**src/rtl/assert_macros.svh**
```systemverilog
// Assertion helper macros.
`ifndef ASSERT_MACROS_SVH
`define ASSERT_MACROS_SVH
// Implication checked at every clock edge outside reset.
`define ASSERT_IMPL(label, clk, rst_n, prop, msg) \
  label: assert property (@(posedge clk) disable iff (!rst_n) prop) else $error(msg);
// Condition that must never hold outside reset.
`define ASSERT_NEVER(label, clk, rst_n, cond, msg) \
  label: assert property (@(posedge clk) disable iff (!rst_n) !(cond)) else $error(msg);
`endif

```
**src/rtl/csa_pkg.sv**
```systemverilog
// ----------------------------------------------------------------------------
// csa_pkg
// Shared types and constants of the cosine similarity accumulator.
// ----------------------------------------------------------------------------
package csa_pkg;
  localparam int ElemBits = 16;
  localparam int AccBits  = 48;
  localparam int ProdBits = 2 * AccBits;
  localparam int RootBits = AccBits + 1;
  localparam int NumBits  = AccBits + 15;

  typedef enum logic [2:0] {
    StIdle, StMul, StRoot, StDiv, StOut
  } state_e;

  typedef struct packed {
    logic acc_en;
    logic clear;
    logic mul_start;
    logic root_start;
    logic root_step;
    logic div_start;
    logic div_step;
  } cmd_t;

  typedef struct packed {
    logic mul_done;
    logic root_done;
    logic div_done;
    logic zero;
  } sts_t;
endpackage

```
**src/rtl/csa_datapath.sv**
```systemverilog
// ----------------------------------------------------------------------------
// csa_datapath
// Accumulators, multi-cycle product, bitwise root and restoring divider.
// ----------------------------------------------------------------------------
`include "assert_macros.svh"
module csa_datapath (
  input  logic                    clk_i,
  input  logic                    rst_ni,
  input  csa_pkg::cmd_t           cmd_i,
  output csa_pkg::sts_t           sts_o,
  input  logic [15:0]             elem_a_i,
  input  logic [15:0]             elem_b_i,
  output logic [15:0]             similarity_o,
  output logic                    zero_vector_o
);
  import csa_pkg::*;

  logic signed [AccBits-1:0] dot_q, dot_d;
  logic [AccBits-1:0] sa_q, sa_d, sb_q, sb_d;
  logic signed [ElemBits-1:0] ea, eb;
  logic signed [2*ElemBits-1:0] pab;
  logic [2*ElemBits-1:0] paa, pbb;
  logic signed [AccBits:0] dsum;
  logic [AccBits:0] asum, bsum;

  assign ea  = elem_a_i[ElemBits-1:0];
  assign eb  = elem_b_i[ElemBits-1:0];
  assign pab = ea * eb;
  assign paa = unsigned'((2*ElemBits)'(ea) * (2*ElemBits)'(ea));
  assign pbb = unsigned'((2*ElemBits)'(eb) * (2*ElemBits)'(eb));
  assign dsum = {dot_q[AccBits-1], dot_q} + (AccBits+1)'(pab);
  assign asum = {1'b0, sa_q} + (AccBits+1)'(paa);
  assign bsum = {1'b0, sb_q} + (AccBits+1)'(pbb);

  always_comb begin
    dot_d = dot_q;
    sa_d  = sa_q;
    sb_d  = sb_q;
    if (cmd_i.clear) begin
      dot_d = '0;
      sa_d  = '0;
      sb_d  = '0;
    end else if (cmd_i.acc_en) begin
      if (dsum[AccBits] != dsum[AccBits-1]) begin
        dot_d = dsum[AccBits] ? {1'b1, {(AccBits-1){1'b0}}} : {1'b0, {(AccBits-1){1'b1}}};
      end else begin
        dot_d = dsum[AccBits-1:0];
      end
      sa_d = asum[AccBits] ? '1 : asum[AccBits-1:0];
      sb_d = bsum[AccBits] ? '1 : bsum[AccBits-1:0];
    end
  end

  always_ff @(posedge clk_i or negedge rst_ni) begin
    if (!rst_ni) begin
      dot_q <= '0;
      sa_q  <= '0;
      sb_q  <= '0;
    end else begin
      dot_q <= dot_d;
      sa_q  <= sa_d;
      sb_q  <= sb_d;
    end
  end

  // 48x48 product in nine 16x16 partial products, one per cycle.
  logic [3:0] mcnt_q;
  logic [ProdBits-1:0] prod_q;
  logic [15:0] ma, mb;
  logic [31:0] pp;
  logic [6:0] sh;
  always_comb begin
    case (mcnt_q)
      4'd0, 4'd1, 4'd2: ma = sa_q[15:0];
      4'd3, 4'd4, 4'd5: ma = sa_q[31:16];
      default:          ma = sa_q[47:32];
    endcase
    case (mcnt_q)
      4'd0, 4'd3, 4'd6: mb = sb_q[15:0];
      4'd1, 4'd4, 4'd7: mb = sb_q[31:16];
      default:          mb = sb_q[47:32];
    endcase
    case (mcnt_q)
      4'd0:             sh = 7'd0;
      4'd1, 4'd3:       sh = 7'd16;
      4'd2, 4'd4, 4'd6: sh = 7'd32;
      4'd5, 4'd7:       sh = 7'd48;
      default:          sh = 7'd64;
    endcase
  end
  assign pp = ma * mb;

  always_ff @(posedge clk_i or negedge rst_ni) begin
    if (!rst_ni) begin
      mcnt_q <= 4'd9;
    end else if (cmd_i.mul_start) begin
      mcnt_q <= '0;
    end else if (mcnt_q != 4'd9) begin
      mcnt_q <= mcnt_q + 4'd1;
    end
  end
  always_ff @(posedge clk_i) begin
    if (cmd_i.mul_start) begin
      prod_q <= '0;
    end else if (mcnt_q != 4'd9) begin
      prod_q <= prod_q + (ProdBits'(pp) << sh);
    end
  end

  // Digit-by-digit root: one bit per cycle while root_step is set, remainder form.
  logic [ProdBits-1:0] rrem_q, rrem_d, rsrc_q;
  logic [RootBits-1:0] root_q;
  logic [5:0] rcnt_q;
  logic [ProdBits+1:0] rtrial, racc;
  assign racc   = {rrem_q, rsrc_q[ProdBits-1:ProdBits-2]};
  assign rtrial = racc - {{(ProdBits-RootBits-1){1'b0}}, root_q, 2'b01};
  assign rrem_d = rtrial[ProdBits+1] ? racc[ProdBits-1:0] : rtrial[ProdBits-1:0];

  always_ff @(posedge clk_i or negedge rst_ni) begin
    if (!rst_ni) begin
      rcnt_q <= '0;
    end else if (cmd_i.root_start) begin
      rcnt_q <= 6'd48;
    end else if (cmd_i.root_step && rcnt_q != 6'd0) begin
      rcnt_q <= rcnt_q - 6'd1;
    end
  end
  always_ff @(posedge clk_i) begin
    if (cmd_i.root_start) begin
      rrem_q <= '0;
      rsrc_q <= prod_q;
      root_q <= '0;
    end else if (cmd_i.root_step && rcnt_q != 6'd0) begin
      rrem_q <= rrem_d;
      rsrc_q <= rsrc_q << 2;
      root_q <= {root_q[RootBits-2:0], ~rtrial[ProdBits+1]};
    end
  end

  // Restoring divide of |dot|<<15 by root, one quotient bit per cycle while div_step is set.
  logic [NumBits-1:0] num_q;
  logic [RootBits:0] drem_q, dtry;
  logic [RootBits:0] dsub;
  logic [6:0] dcnt_q;
  logic neg_q;
  logic [AccBits-1:0] mag;
  assign mag  = dot_q[AccBits-1] ? AccBits'(-dot_q) : AccBits'(dot_q);
  assign dtry = {drem_q[RootBits-1:0], num_q[NumBits-1]};
  assign dsub = dtry - {1'b0, root_q};

  always_ff @(posedge clk_i or negedge rst_ni) begin
    if (!rst_ni) begin
      dcnt_q <= '0;
    end else if (cmd_i.div_start) begin
      dcnt_q <= 7'(NumBits);
    end else if (cmd_i.div_step && dcnt_q != 7'd0) begin
      dcnt_q <= dcnt_q - 7'd1;
    end
  end
  always_ff @(posedge clk_i) begin
    if (cmd_i.div_start) begin
      num_q  <= {mag, 15'd0};
      drem_q <= '0;
      neg_q  <= dot_q[AccBits-1];
    end else if (cmd_i.div_step && dcnt_q != 7'd0) begin
      num_q  <= {num_q[NumBits-2:0], ~dsub[RootBits]};
      drem_q <= dsub[RootBits] ? dtry : dsub;
    end
  end

  logic zero;
  assign zero = (sa_q == '0) || (sb_q == '0);

  always_comb begin
    if (zero) begin
      similarity_o = '0;
    end else if (!neg_q) begin
      similarity_o = (num_q > NumBits'(32767)) ? 16'sd32767 : num_q[15:0];
    end else begin
      similarity_o = (num_q > NumBits'(32768)) ? 16'h8000 : 16'(-num_q[15:0]);
    end
  end
  assign zero_vector_o = zero;

  assign sts_o.mul_done  = (mcnt_q == 4'd9);
  assign sts_o.root_done = (rcnt_q == 6'd0);
  assign sts_o.div_done  = (dcnt_q == 7'd0);
  assign sts_o.zero      = zero;

  `ASSERT_IMPL(a_root_start, clk_i, rst_ni, cmd_i.root_start |=> rcnt_q == 6'd48, "root count")
  `ASSERT_IMPL(a_div_start, clk_i, rst_ni, cmd_i.div_start |=> !sts_o.div_done, "div start")
  `ASSERT_IMPL(a_clear, clk_i, rst_ni, cmd_i.clear |=> sts_o.zero, "clear")
endmodule

```
**src/rtl/csa_ctrl.sv**
```systemverilog
// ----------------------------------------------------------------------------
// csa_ctrl
// Sequencer for accumulate, product, root, divide and result handoff.
// ----------------------------------------------------------------------------
`include "assert_macros.svh"
module csa_ctrl (
  input  logic          clk_i,
  input  logic          rst_ni,
  input  logic          in_valid_i,
  output logic          in_ready_o,
  input  logic          last_elem_i,
  output logic          out_valid_o,
  input  logic          out_ready_i,
  output csa_pkg::cmd_t cmd_o,
  input  csa_pkg::sts_t sts_i
);
  import csa_pkg::*;

  state_e state_q, state_d;
  logic acc;
  assign acc = in_valid_i && in_ready_o;

  always_comb begin
    state_d = state_q;
    unique case (state_q)
      StIdle: if (acc && last_elem_i) state_d = StMul;
      StMul: begin
        if (sts_i.zero) state_d = StOut;
        else if (sts_i.mul_done) state_d = StRoot;
      end
      StRoot: if (sts_i.root_done) state_d = StDiv;
      StDiv:  if (sts_i.div_done) state_d = StOut;
      StOut:  if (out_ready_i) state_d = StIdle;
      default: state_d = StIdle;
    endcase
  end

  always_comb begin
    cmd_o = '0;
    in_ready_o  = (state_q == StIdle);
    out_valid_o = (state_q == StOut);
    unique case (state_q)
      StIdle: begin
        cmd_o.acc_en    = acc;
        cmd_o.mul_start = acc && last_elem_i;
      end
      StMul:  cmd_o.root_start = sts_i.mul_done && !sts_i.zero;
      StRoot: begin
        cmd_o.root_step = 1'b1;
        cmd_o.div_start = sts_i.root_done;
      end
      StDiv:  cmd_o.div_step = 1'b1;
      StOut:  cmd_o.clear = out_ready_i;
      default: cmd_o = '0;
    endcase
  end

  always_ff @(posedge clk_i or negedge rst_ni) begin
    if (!rst_ni) begin
      state_q <= StIdle;
    end else begin
      state_q <= state_d;
    end
  end

  `ASSERT_IMPL(a_out_hold, clk_i, rst_ni, out_valid_o && !out_ready_i |=> out_valid_o, "out drop")
  `ASSERT_IMPL(a_no_in, clk_i, rst_ni, out_valid_o |-> !in_ready_o, "in while out")
  `ASSERT_IMPL(a_last, clk_i, rst_ni, acc && last_elem_i |=> state_q == StMul, "last")
endmodule

```
**src/rtl/cosine_similarity_accumulator.sv**
```systemverilog
// After the last pair the product, root and divide steps run in that order
// before the result is valid.
// Throughput: one pair per cycle within a vector; the back end holds input off.
// A zero vector skips root and divide and is reported straight from the product state.
// Reset clears the sums and returns the sequencer to idle.
// ----------------------------------------------------------------------------
// cosine_similarity_accumulator
// Streaming cosine similarity of two Q1.15 vectors.
// ----------------------------------------------------------------------------
module cosine_similarity_accumulator (
  input  logic        clk_i,
  input  logic        rst_ni,
  input  logic        in_valid_i,
  output logic        in_ready_o,
  input  logic [15:0] elem_a_i,
  input  logic [15:0] elem_b_i,
  input  logic        last_elem_i,
  output logic        out_valid_o,
  input  logic        out_ready_i,
  output logic [15:0] similarity_o,
  output logic        zero_vector_o
);
  import csa_pkg::*;

  cmd_t cmd;
  sts_t sts;

  csa_ctrl u_ctrl (
    .clk_i, .rst_ni, .in_valid_i, .in_ready_o, .last_elem_i,
    .out_valid_o, .out_ready_i, .cmd_o(cmd), .sts_i(sts)
  );

  csa_datapath u_dp (
    .clk_i, .rst_ni, .cmd_i(cmd), .sts_o(sts), .elem_a_i, .elem_b_i,
    .similarity_o, .zero_vector_o
  );
endmodule
```
**config.mk**
```make
export PLATFORM = sky130hd
export DESIGN_NAME = cosine_similarity_accumulator
export DESIGN_NICKNAME = d
export VERILOG_FILES = /design/src/rtl/csa_pkg.sv /design/src/rtl/csa_datapath.sv /design/src/rtl/csa_ctrl.sv /design/src/rtl/cosine_similarity_accumulator.sv
export VERILOG_INCLUDE_DIRS = /design/src /design/src/rtl
export SDC_FILE = /design/constraint.sdc
export NUM_CORES = 2
export LEC_CHECK = 0
export ABC_AREA = 1
export BUFFER_PORTS_ARGS = -buffer_cell sky130_fd_sc_hd__buf_4
export CAP_MARGIN = 10
export CORE_MARGIN = 10
export CORE_UTILIZATION = 50
export CTS_CLUSTER_DIAMETER = 40
export DETAILED_ROUTE_END_ITERATION = 10
export GPL_ROUTABILITY_DRIVEN = 0
export PLACE_DENSITY = 0.65
export SLEW_MARGIN = 20
export SYNTH_ARGS = -nofsm -noshare
export SYNTH_HDL_FRONTEND = slang
export SYNTH_SLANG_ARGS = --single-unit
```
**constraint.sdc**
```tcl
create_clock -name clk_i -period 8.6 [get_ports clk_i]
set_input_delay 2.15 -clock clk_i [delete_from_list [all_inputs] [get_ports clk_i]]
set_output_delay 2.15 -clock clk_i [all_outputs]
set_load 0.1 [all_outputs]
```
## Word-level counts from Yosys, hierarchy flattened

Memory sizes are Yosys's and may differ from the RTL's.
Cells that the tools add are included.
Widths: inputs -> output; s select.

- Register bits after elaboration: 614
- Bits in read-only memories: 16
- Bits of input ports: 37
- Output and inout bits: 19
- Word-level logic and storage cells: 122
- Memories: 1

- Add/subtract/negate cells: 11
- $mul: 4
- $lt $le $gt $ge: 2
- Equal/unequal tests: 19
- Shift operators: 1
- Muxes and demuxes: 43
- Bitwise gates (word level): 2
- Reductions and logical operators: 24

Memory list:

| name | depth | bits a word | read ports | clocked after Yosys merged registers in | write ports | line | RTL |
|---|---|---|---|---|---|---|---|
| (name not given) | 8 | 2 | 1 | 0 | 0 | csa_datapath.sv:83 | `case (mcnt_q)` |

Operators with widths:

| kind | number |
|---|---|
| $mux 48 | 11 |
| $mux 96 | 3 |
| $add 48x32->49 | 3 |
| $mul 16x16->32 | 4 |
| $mux 63 | 2 |
| $sub 98x51->98 | 1 |
| $add 96x96->96 | 1 |
| $logic_not 48->1 | 2 |
| $shl 32x7->96 | 1 |
| $mux 16 | 4 |
| $pmux 16 s2 | 2 |
| $gt 63x15->1 const B | 1 |
| $gt 63x16->1 const B | 1 |
| $sub 50x49->50 | 1 |
| $mux 49 | 1 |
| $neg 48->48 | 1 |
| $mux 7 | 3 |
| $mux 3 | 6 |
| $eq 4x3->1 const B | 4 |
| $neg 16->16 | 1 |
| $pmux 3 s5 | 1 |
| $mux 6 | 2 |
| $reduce_or 3->1 | 4 |
| $eq 4x2->1 const B | 2 |
| other kinds (28) | 44 |

## Logic depth before layout (Yosys ltp)

- Depth after elaboration: 6
- Gate-level depth with buffers: 54
- Gate-level depth less buffers: 52

## By module

Synthesis repeated with hierarchy kept, for this count alone.

- Cells, all modules: 13,615
- Area, all modules: 93,433.4 µm²

Modules (own cells, without submodules):

| module | instances | cells an instance | area an instance (µm²) | sequential area each (µm²) |
|---|---|---|---|---|
| csa_datapath | 1 | 13,568 | 93,135.6 | 14,491.4 |
| csa_ctrl | 1 | 47 | 297.8 | 75.1 |

## Least setup slack after synthesis

OpenSTA, ideal clock, no wires.

- Path kind: input to register
- From: input elem_a_i[15]
- To: register u_dp.sa_q[36]
- Library setup time: 0.123 ns
- Arrival: 9.339 ns
- Data required time: 8.477 ns
- Setup slack: -0.862 ns
- Stages on the path: 32
- Path buffers: 2
- Path through: clkbuf_1 > clkbuf_1 > nand2_1 > inv_1 > fa_1 > fa_1 > inv_1 > fa_1 > inv_1 > fa_1 > fa_1 > fa_1 > ha_1 > nand2_1 > nor4_1 > nand2_1 > o211ai_1 > a21o_1 > a21oi_1 > xor2_1 > ha_1 > nand2_1 > nor2_1 > inv_1 > nor2_1 > nand2_1 > o21ai_0 > nand2_1 > nand2_1 > nand2_1 > o21ai_0 > nand2_1

- Longest elaborated chain between the ends: 5

RTL lines:

| element | line | RTL |
|---|---|---|
| start, declared | cosine_similarity_accumulator.sv:15 | `input logic [15:0] elem_a_i,` |
| $mul 16x16->32 | csa_datapath.sv:29 | `assign paa = unsigned'((2*ElemBits)'(ea) * (2*ElemBits)'(ea));` |
| $add 48x32->49 | csa_datapath.sv:32 | `assign asum = {1'b0, sa_q} + (AccBits+1)'(paa);` |
| $mux 48 | csa_datapath.sv:49 | `sa_d = asum[AccBits] ? '1 : asum[AccBits-1:0];` |
| $mux 48 | csa_datapath.sv:43 | `end else if (cmd_i.acc_en) begin` |
| $mux 48 | csa_datapath.sv:39 | `if (cmd_i.clear) begin` |
| end signal, assigned | csa_datapath.sv:57 | `sa_q <= '0;` |
| end signal, assigned | csa_datapath.sv:61 | `sa_q <= sa_d;` |
| end, declared | csa_datapath.sv:19 | `logic [AccBits-1:0] sa_q, sa_d, sb_q, sb_d;` |

Every way passes these cells. The select of a mux whose other input is x is not followed.
A chain may end at the register's enable or synchronous reset.

## Worst setup path after layout

- From: register u_dp.mcnt_q[0]
- To: register u_dp.prod_q[61]

- Longest elaborated chain between the ends: 6
- Elaborated cells between the ends (all ways): 20
- Classes of those cells: add/sub (1); mul (1); eq/ne (8); shift (1); mux (3); reduce/logical (5); memory (1)

RTL lines:

| element | line | RTL |
|---|---|---|
| start, declared | csa_datapath.sv:67 | `logic [3:0] mcnt_q;` |
| start signal, assigned | csa_datapath.sv:99 | `mcnt_q <= mcnt_q + 4'd1;` |
| $eq 4x3->1, or another cell as far along | csa_datapath.sv:73 | `case (mcnt_q)` |
| $reduce_or 3->1 (on tied branches) | csa_datapath.sv:73, csa_datapath.sv:78 |  |
| $pmux 16 s2 (on tied branches) | csa_datapath.sv:73, csa_datapath.sv:78 |  |
| $mul 16x16->32 | csa_datapath.sv:91 | `assign pp = ma * mb;` |
| $shl 32x7->96 | csa_datapath.sv:106 | `prod_q <= prod_q + (ProdBits'(pp) << sh);` |
| $add 96x96->96 | csa_datapath.sv:106 |  |
| end signal, assigned | csa_datapath.sv:106 |  |
| end, declared | csa_datapath.sv:68 | `logic [ProdBits-1:0] prod_q;` |

Several ways; a longest one is shown, not always the timed one.

==> key figures <==
Run status
  • Status: finished, violations left
  • Failing checks: negative setup slack

Die
  • I/O pins: 56
  • Initial Utilization: 50.2%
  • Core area: 187,000 um2
  • Row cnt: 159
  • DIE HEIGHT: 453 um
  • Die ar.: 206,000 um2
  • Die width: 453 um

Timing
  • Fin. max-slew vios: 0
  • Setup-failing EPs final: 78
  • Hold Vio Cnt, Final: 0
  • Slew Limit Headroom: 20.8%
  • RSZ-0062 raised after global routing: true
  • Fin Clk Skew: 102 ps
  • Final critical-path required period: 9700 ps
  • Period Utilization, post-route: 113%
  • Worst-margin pin slew: 1190 ps
  • Max Freq: 103 MHz
  • Setup ws final: -1100 ps

Worst setup path
  • Slowest CP cell: a21oi_2
  • Crit-path max FO: 6
  • Critical Path RT: 9290 ps
  • Crit end category: register
  • Crit-path max cell delay: 590 ps
  • WS Path Type: reg -> reg
  • CP Launch Type: register
  • Reg2reg path depth: 46
  • Critical Path AT: 10,400 ps
  • Flop2flop setup slack: -1100 ps

Place
  • Dpl cells: 17,357
  • IO buf count: 55
  • Dpl hpwl: 261,000 um

Cells and area
  • Fin nets: 16,930
  • Layout cells sized above 1: 22.5%
  • P&R area growth vs syn: 29.1%
  • FILL cells: 15,702
  • Non-Filler Instances: 17,787
  • Fin util: 64.7%

CTS
  • CTS Hold Bufs: 0
  • CTS Root Buffer Type: clkbuf_16
  • CTS Buffer Depth: 3
  • CTS sink count: 614
  • Clock insertion delay at the later pin of the skew report: 820 ps
  • CTS tree: built
  • Clock-pin transition on the worst setup and hold timing paths: 50 ps
  • TritonCTS buffer count: 118
  • H-tree Lvls: 3

Synthesis
  • Post-Synthesis Cells: 13,694
  • Synthesized area: 93,900 um2
  • Ys flop type: dfxtp_1
  • Synthesized area per cell: 6.86 um2
  • Synth area leaders: fa_1 22%, nand2_1 15%, inv_1 12%, ha_1 9.0%, dfxtp_1 6.5%
  • Seq/Total Area, Yosys: 15.5%
  • Syn Nets: 15,444
  • Async SR Flop Fraction: 26.7%
  • Yosys top cell area share: 22.2%
  • Number of enable flip-flop cells after synthesis: 145
  • Commonest cells post-synth: 3,790 x nand2_1, 2,885 x inv_1, 1,177 x nor2_1, 1,041 x fa_1, 672 x ha_1
  • Unique cell type count in the Yosys netlist: 76
  • Number of synthesized register bits: 614
  • Syn. warnings: 0
  • Most repeated cell in the gate-level netlist after synthesis: nand2_1
  • Yosys top cell by area: fa_1

Hold path
  • Class of the worst hold path: reg -> reg
  • Hold path depth: 2

Route
  • WL/cell: 19.7 um
  • DR pass1 iterations: 10
  • Drt first-iter violations: 10,360
  • Vias: 99,068
  • Avg Vias per Cell: 5.57
  • Post-DRT Antenna Nets: 0
  • Drt drc: 0
  • Routed WL: 350,000 um

GRT
  • Initial antenna violation count: 13
  • First-pass GRT wire length: 513,000 um
  • Vias in the first global route: 96,222
  • Congestion Overflow GR: 0
  • Largest net degree at the start of global routing: 100
  • GRT Total Usage: 30.9%

Flow run
  • Maxcap violations: 0
==> path summary, 6_finish.rpt <==
path | start | endpoint
max in group asynchronous | rst_ni | u_dp.sa_q[44]
min | u_dp.rrem_q[94] | u_dp.rrem_q[94]
max | u_dp.mcnt_q[0] | u_dp.prod_q[61]
min reg2reg | u_dp.rrem_q[94] | u_dp.rrem_q[94]
min in group asynchronous | rst_ni | u_ctrl.state_q[2]
max reg2reg | u_dp.mcnt_q[0] | u_dp.prod_q[61]
==> state kept, by name (all words and copies together), names as in the netlist, 48 cells and up <==
register     cells
u_dp.dot_q      48
u_dp.drem_q     49
u_dp.num_q      63
u_dp.prod_q     96
u_dp.root_q     49
u_dp.rrem_q     96
u_dp.rsrc_q     96
u_dp.sa_q       48
u_dp.sb_q       48
==> layer usage <==
metal	global-route usage [%]	share of wire, %	up-vias
li1	-	-	45295
met1	40.2	39	46976
met2	49.1	44	5137
met3	6.37	11	1640
met4	14.4	6.9	20
met5	0	0.11	-
==> logic make-up (layout without fill, tap and decap cells) <==
group           count (synthesis)  after routing  share of synthesized area [%]
compound gates               1765           1765                           10.9
simple gates                 5981           5981                           25.8
other cells                     0              6                              0
mux                             9              9                         0.0959
xor+xnor                      345            345                           3.22
fa+ha+maj                    1713           1713                           31.1
flops                         614            614                           15.5
buf+inv                      3267           4859                           13.3
==> metrics by stage <==
step / TNS (ps) / cell area [um2] / hold WS (ps) / setup WS, ps
after CTS: -16530 / 113000 / 456 / -352
after detailed placement: -164690 / 108000 / 445 / -1410
after floorplan: 0 / 94300 / 427 / 0.774
final: -55790 / 121000 / 453 / -1100
after global routing: -73460 / 121000 / 482 / -1300
after global placement: -145750 / 108000 / 448 / -1350
==> layout make-up <==
type,count,area (um2),share of cell area (%)
Antenna cell,6,15.0,0.0124
Multi-Input combinational cell,9813,74200,61.2
Inverter,2911,11000,9.06
Tap cell,2495,3120,2.58
Timing Repair Buffer,1722,14300,11.8
Clock buffer,130,3070,2.53
Clock inverter,96,1030,0.853
Sequential cell,614,14600,12.0
==> placed cells by master (no fill, tap or decap), types with 48 or more instances in the layout <==
cell type	count
nand2_2	198
nand3_2	48
ha_1	553
buf_6	153
nor2_1	893
inv_1	2749
xnor2_1	147
buf_4	1506
o21bai_1	89
inv_2	138
a21oi_1	421
dfxtp_1	305
edfxtp_1	145
o22ai_1	92
a21oi_4	55
nor2_4	128
nor3_1	109
nand2_1	3532
xor2_1	175
nor2_2	165
nand2_4	76
o21ai_1	133
nand4_1	151
dfrtp_1	162
fa_1	1003
o21ai_0	441
o21ai_2	85
nand3_1	489
a21oi_2	150
ha_4	99
clkbuf_16	121
==> timing repair <==
| item | in CTS | in global routing |
|---|---|---|
| setup endpoints to repair | 112 | 183 |
| pin swaps | 76 | 549 |
| gates cloned | 5 | 4 |
| gates resized for setup | 387 | 1701 |
| setup buffers | 26 | 169 |
==> critical path, delay by kind of cell (launching register included) <==
| family | cells | cell delay (ps) |
|---|---|---|
| AO/OA/AOI/OAI | 10 | 2390 |
| adder cells (fa/ha/maj) | 9 | 3880 |
| buffers and inverters | 14 | 1440 |
| multiplexers | 1 | 250 |
| XOR/XNOR | 1 | 150 |
| AND/OR/NAND/NOR | 11 | 950 |
| flip-flops | 1 | 560 |
Power is not shown: default switching activity piles up to over one toggle a cycle in this logic, so the estimate is an artifact.
